$ cat config.mk
export PLATFORM = sky130hd
export DESIGN_NAME = vfc_ctrl
export DESIGN_NICKNAME = d
export VERILOG_FILES = /design/src/rtl/vfc_pkg.sv /design/src/rtl/vfc_ctrl.sv
export SDC_FILE = /design/constraint.sdc
export NUM_CORES = 1
export LEC_CHECK = 0
export BUFFER_PORTS_ARGS = -buffer_cell sky130_fd_sc_hd__buf_4
export CAP_MARGIN = 15
export CORE_AREA = 2 2 39 41
export CTS_CLUSTER_DIAMETER = 200
export DETAILED_ROUTE_END_ITERATION = 6
export DIE_AREA = 0 0 41 43
export PLACE_DENSITY = 0.53
export REMOVE_ABC_BUFFERS = 1
export SLEW_MARGIN = 40
export SYNTH_ARGS = -nofsm -noshare
export SYNTH_HDL_FRONTEND = slang
export SYNTH_SLANG_ARGS = --single-unit
$ cat constraint.sdc
create_clock -name clk -period 1.3 [get_ports clk]
set_input_delay 0.065 -clock clk [delete_from_list [all_inputs] [get_ports clk]]
set_output_delay 0.065 -clock clk [all_outputs]
set_load 0.03 [all_outputs]
$ cat src/rtl/vfc_pkg.sv
// Shared types, widths and constants of the view frustum cull core.
// No dependencies; every other file of the block refers to this package by scoped names.
package vfc_pkg;

	localparam int COORD_W     = 20;               // Q16.4 coordinates and depths
	localparam int COEF_W      = 16;               // Q2.14 axes and normals
	localparam int RAD_W       = 19;               // unsigned Q15.4 radius
	localparam int VIEW_W      = 40;               // view coordinates, 18 fraction bits
	localparam int PROD_W      = VIEW_W + COEF_W;  // one product of the multiply-add unit
	localparam int SUM_W       = PROD_W + 2;       // sum of three products and a bias
	localparam int DEPTH_W     = 42;               // depth compares, 18 fraction bits
	localparam int MODE_W      = 2;
	localparam int FLAG_W      = 4;
	localparam int IN_DATA_W   = 80;
	localparam int OUT_DATA_W  = 8;
	localparam int CFG_DATA_W  = 64;
	localparam int CFG_INDEX_W = 3;

	localparam int BOX_CORNERS = 8;
	localparam int CORNER_W    = $clog2(BOX_CORNERS);

	localparam logic [47:0] AXIS_RIGHT_RST  = 48'd16384;
	localparam logic [47:0] AXIS_UP_RST     = 48'd1073741824;
	localparam logic [47:0] AXIS_AT_RST     = 48'd70368744177664;
	localparam logic [59:0] TRANSLATION_RST = 60'd0;
	localparam logic [39:0] CLIP_DEPTHS_RST = 40'd33554432016;

	typedef enum logic [MODE_W-1:0] {
		MODE_POINT  = 2'd0,
		MODE_SPHERE = 2'd1,
		MODE_BOX    = 2'd2,
		MODE_UNUSED = 2'd3
	} mode_t;

	typedef enum logic [CFG_INDEX_W-1:0] {
		REG_AXIS_RIGHT       = 3'd0,
		REG_AXIS_UP          = 3'd1,
		REG_AXIS_AT          = 3'd2,
		REG_TRANSLATION      = 3'd3,
		REG_CLIP_DEPTHS      = 3'd4,
		REG_SIDE_NORMALS     = 3'd5,
		REG_VERTICAL_NORMALS = 3'd6
	} cfg_reg_t;

	typedef enum logic [5:0] {
		ST_IDLE   = 6'b000001,
		ST_STEP1  = 6'b000010,
		ST_STEP2  = 6'b000100,
		ST_STEP3  = 6'b001000,
		ST_STEP4  = 6'b010000,
		ST_FINISH = 6'b100000
	} state_t;

	// Controller to datapath.
	typedef struct packed {
		logic load;
		logic step1;
		logic step2;
		logic step3;
		logic step4;
		logic finish;
	} ctrl_cmd_t;

	// Datapath to controller.
	typedef struct packed {
		logic in_unused;
		logic out_stall;
	} ctrl_sts_t;

endpackage

$ cat src/rtl/vfc_ctrl.sv
// Sequencer of the view frustum cull core: one-hot state machine issuing step commands.
// Depends on vfc_pkg for the state, command and status types.
module vfc_ctrl (
	input  logic                  clk,
	input  logic                  arst_n,
	input  logic                  in_valid,
	output logic                  in_ready,
	input  vfc_pkg::ctrl_sts_t    sts,
	output vfc_pkg::ctrl_cmd_t    cmd
);

	vfc_pkg::state_t state_q, state_nxt;

	always_comb begin
		state_nxt = state_q;
		cmd       = '0;
		in_ready  = 1'b0;
		unique case (state_q)
			vfc_pkg::ST_IDLE: begin
				in_ready = 1'b1;
				if (in_valid) begin
					cmd.load = 1'b1;
					// An item of the unused kind is taken and dropped.
					if (!sts.in_unused) begin
						state_nxt = vfc_pkg::ST_STEP1;
					end
				end
			end
			vfc_pkg::ST_STEP1: begin
				cmd.step1 = 1'b1;
				state_nxt = vfc_pkg::ST_STEP2;
			end
			vfc_pkg::ST_STEP2: begin
				cmd.step2 = 1'b1;
				state_nxt = vfc_pkg::ST_STEP3;
			end
			vfc_pkg::ST_STEP3: begin
				cmd.step3 = 1'b1;
				state_nxt = vfc_pkg::ST_STEP4;
			end
			vfc_pkg::ST_STEP4: begin
				cmd.step4 = 1'b1;
				state_nxt = vfc_pkg::ST_FINISH;
			end
			vfc_pkg::ST_FINISH: begin
				if (!sts.out_stall) begin
					cmd.finish = 1'b1;
					state_nxt  = vfc_pkg::ST_IDLE;
				end
			end
			default: begin
				state_nxt = vfc_pkg::ST_IDLE;
			end
		endcase
	end

	always_ff @(posedge clk or negedge arst_n) begin
		if (!arst_n) begin
			state_q <= vfc_pkg::ST_IDLE;
		end else begin
			state_q <= state_nxt;
		end
	end

	a_finish_not_stalled: assert property (@(posedge clk) disable iff (!arst_n)
		cmd.finish |-> !sts.out_stall)
		else $error("finish issued while the result register is still occupied");

	a_load_only_idle: assert property (@(posedge clk) disable iff (!arst_n)
		cmd.load |-> state_q == vfc_pkg::ST_IDLE)
		else $error("input loaded outside the idle state");

	a_step4_then_finish: assert property (@(posedge clk) disable iff (!arst_n)
		state_q == vfc_pkg::ST_STEP4 |=> state_q == vfc_pkg::ST_FINISH)
		else $error("last multiply step not followed by the finish state");

endmodule

# After elaboration in Yosys (flattened, before gate mapping)
# Cells that the tools add are included.
# Widths: inputs -> output; s select.
# word_totals
regBits	6
wordCells	24
# op_classes
eq_ne	9
muxes	13
reduce_logical	1
# ops
cell	count
$pmux 6 s6	1
$mux 6	3
$mux 1	9
$eq 6x1->1 const B	1
$eq 6x2->1 const B	1
$eq 6x3->1 const B	1
$eq 6x4->1 const B	1
$eq 6x5->1 const B	1
$eq 6x6->1 const B	1
$ne 2x2->1 const B	3
$reduce_and 3->1	1

# Longest topological paths before layout
# depth
word_depth	3
depth_mapped	4
mapped_depth_nobuf	4

# Worst setup path before layout
# No wires, ideal clock.
# synth_timing
path_type	register to output
from	reg state_q[2]
to	out cmd[0] in the netlist's numbering
t_arrival_ns	1.721
t_required_ns	1.235
setup_slack_ns	-0.486
stages_incl_launch_ff	4
n_path_buf	0
cell_sequence	dfrtp_1 -> nor2_1 -> nand2_1 -> nor4b_1
# synth_lines
item	line_no	text
start, declared	vfc_ctrl.sv:12	vfc_pkg::state_t state_q, state_nxt;
start signal, assigned	vfc_ctrl.sv:59	state_q <= vfc_pkg::ST_IDLE;
start signal, assigned	vfc_ctrl.sv:61	state_q <= state_nxt;
end, declared	vfc_ctrl.sv:9	output vfc_pkg::ctrl_cmd_t cmd

==> impl_metrics.py <==
metrics = {
    "layout": {
        "largest_reg_flops": 6,
        "fillers": 140,
        "reg_top3": "state_q: 6 flops",
        "final_core_util": 0.4340,
        "regArea_sq_um": 151.4,
        "multi_input_area_sq_um": 242.7,
        "syn2layout_area_growth_pct": 79.10,
        "antenna_cells": 0,
        "nets": 62,
        "top_register": "state_q",
        "drive_above_1_share": 0.6429,
    },
    "worst_setup_path": {
        "slowest_delay_ps": 410,
        "slowest_stage": "dfrtp_1",
        "crit_arrival_ps": 1340,
        "cp.required_ps": 1240,
        "path_max_fanout": 4,
        "cp_cell_sequence": "nor2_4 > and4b_4 > and2_4 > buf_6",
        "cp-start-kind": "flip-flop",
        "critPathKind": "reg2out",
        "end_kind": "output port",
    },
    "die": {
        "dieArea_sq_um": 1763,
        "std_cell_rows": 14,
        "core_sq_um": 1384,
        "start_util": 0.2423,
        "die_w_um": 41,
        "die_h_um": 43,
        "boundaryPins": 12,
    },
    "synthesis": {
        "syn_area_sq_um": 335.3,
        "syn_inst": 33,
        "synth_area_per_cell_sq_um": 10.16,
        "yosysTopAreaCell": "dfrtp_1",
        "synth_cell_types": 20,
        "synth-async-reset-ratio": 1.000,
        "yosys.cell_count.top_type": "nor2_1",
        "ys_ff_latch": 6,
        "synth_edf_count": 0,
        "ys_top_cells_by_area": "dfrtp_1 (37%), dfstp_2 (7.8%), and4b_2 (6.7%)",
        "yosys.area.top_type_share": 0.3731,
        "ys_warn_count": 0,
        "ys.flop_type": "dfrtp_1",
        "synthTopCellsByCount": "nor2_1 (6), dfrtp_1 (5)",
        "ys_seq_area_frac": 0.4515,
    },
    "outcome": {
        "violations": "negative setup slack",
        "status": "complete, but fails checks",
    },
    "timing": {
        "slew_headroom": 0.8450,
        "hold_ws_ps": 120.9,
        "fmax_mhz": 709.5,
        "fin_worst_skew_ps": 7.631,
        "tightest_slew_ps": 231.5,
        "slew_viol_final": 0,
        "post-route-period-util": 1.084,
        "finalHoldViolCount": 0,
        "setup_viol": 5,
        "fin_crit_ps": 1409,
        "rsz0062_at_grt": "yes",
        "layout_setup_ws_ps": -109.4,
    },
    "place": {
        "port_buffers": 11,
        "dpl_worst_slack_ps": 70.35,
        "gp_congestion": 0.7266,
    },
    "power_and_ir_drop": {
        "powerDensity_nw_per_um2": 906.5,
        "p_sw_mw": 0.1588,
        "ir_worst_vdd_v": 0.0004022,
        "p_seq_frac": 0.384,
        "netSwitchingFraction": 0.2917,
        "p_leak_nw": 0.2610,
        "power_frac_clock": 0.365,
        "pwr-share-comb": 0.252,
        "internal_power_mw": 0.3856,
    },
    "clock_tree": {
        "cts_tree": "built",
        "cts_htree_levels": 1,
        "clock_sinks": 6,
        "cts_buffer_depth": 2,
        "clk_pin_slew_ps": 50,
        "cts_root_buf": "clkbuf_4",
        "clock_latency_ps": 250,
        "numCtsBuffers": 3,
    },
    "global_routing": {
        "grt_pass1_wl_um": 1421,
        "grt_max_degree": 7,
        "grt-ovfl-total": 0,
        "antenna_found_initial": 0,
        "grt_pass1_vias": 335,
        "grt_use_total": 0.1327,
    },
    "worst_hold_path": {
        "worstHoldPathType": "in2reg",
    },
    "flow_run": {
        "maxCapViolCount": 0,
    },
    "route": {
        "vias_per_cell": 4.736,
        "wl_um": 874,
        "drc": 0,
        "drtIter0Drc": 2,
        "detail-route-antenna-nets": 0,
        "firstDrtPassIters": 4,
        "num_vias": 341,
        "avgRoutedWirePerCell_um": 12.14,
    },
}
power groups by stage:
| stage | logic, mW | registers [mW] | clock network, mW |
|---|---|---|---|
| finish | 0.137 | 0.209 | 0.198 |
| global route | 0.146 | 0.210 | 0.212 |
| CTS | 0.131 | 0.206 | 0.199 |
| detailed placement | 0.106 | 0.209 | 0 |
| global placement | 0.106 | 0.208 | 0 |
| floorplan | 0.0643 | 0.206 | 0 |
metal layers:
| metal | vias to the layer above | global-route usage | wire (um) |
|---|---|---|---|
| li1 | 167 | - | - |
| met1 | 157 | 0.1457 | 375 |
| met2 | 13 | 0.1969 | 421 |
| met3 | 4 | 0.01571 | 34 |
| met4 | 0 | 0.1400 | 42 |
| met5 | - | 0 | 0 |
worst max-delay path, delay by kind of cell (launching register included):
kind / cells / cell delay, ps
simple gates: 3 / 570
flops: 1 / 410
buf+inv: 1 / 120
cells by family (layout without fill, tap and decap cells):
kind of cell	Yosys count	in the layout	share of synthesized area
compound gates	4	4	0.06716
xor+xnor	1	1	0.02612
buf+inv	0	23	0
flops	6	6	0.4515
simple gates	22	22	0.4552
path summary, 6_finish.rpt:
kind	depth (start not counted)	end	slack, ps	startpoint
max reg2reg	5	state_q[0]$_DFFE_PN1P_	100	state_q[4]$_DFFE_PN0P_
max in group asynchronous	2	state_q[0]$_DFFE_PN1P_	930	arst_n
min	2	state_q[1]$_DFFE_PN0P_	120	sts[1]
max	4	cmd[5]	-110	state_q[5]$_DFFE_PN0P_
min in group asynchronous	2	state_q[2]$_DFFE_PN0P_	160	arst_n
min reg2reg	3	state_q[3]$_DFFE_PN0P_	630	state_q[4]$_DFFE_PN0P_
layout by cell type (no fill, tap or decap), types with 2 or more instances in the layout:
| master | count |
|---|---|
| and4b_2 | 2 |
| nor2_1 | 4 |
| buf_4 | 14 |
| nor2_4 | 3 |
| dfrtp_1 | 5 |
| clkbuf_4 | 3 |
| buf_6 | 4 |
what timing repair did:
item	in CTS	in global routing
hold endpoints to repair	6	0
pin swaps	4	3
gates resized for setup	12	6
hold buffers	1	0
buffers inserted	3	0
setup endpoints to repair	7	8
per-stage QoR:
step                instance area [sq um]  cells  power [mW]  TNS, ps
floorplan                           335.3     33      0.2706   -668.5
global placement                    467.9     64      0.3143        0
detailed placement                  467.9     64      0.3149        0
CTS                                 574.3     72      0.5357   -239.1
global route                        600.6     72      0.5680   -682.3
finish                              600.6     72      0.5444   -328.3
area by class of cell:
cell class	count	share of cell area
timing repair buffer	19	0.2667
clock buffer	4	0.04375
tap	16	0.03333
multi-input combinational	27	0.4042
sequential	6	0.2521
Note: power is estimated with default switching activity, not from simulation.
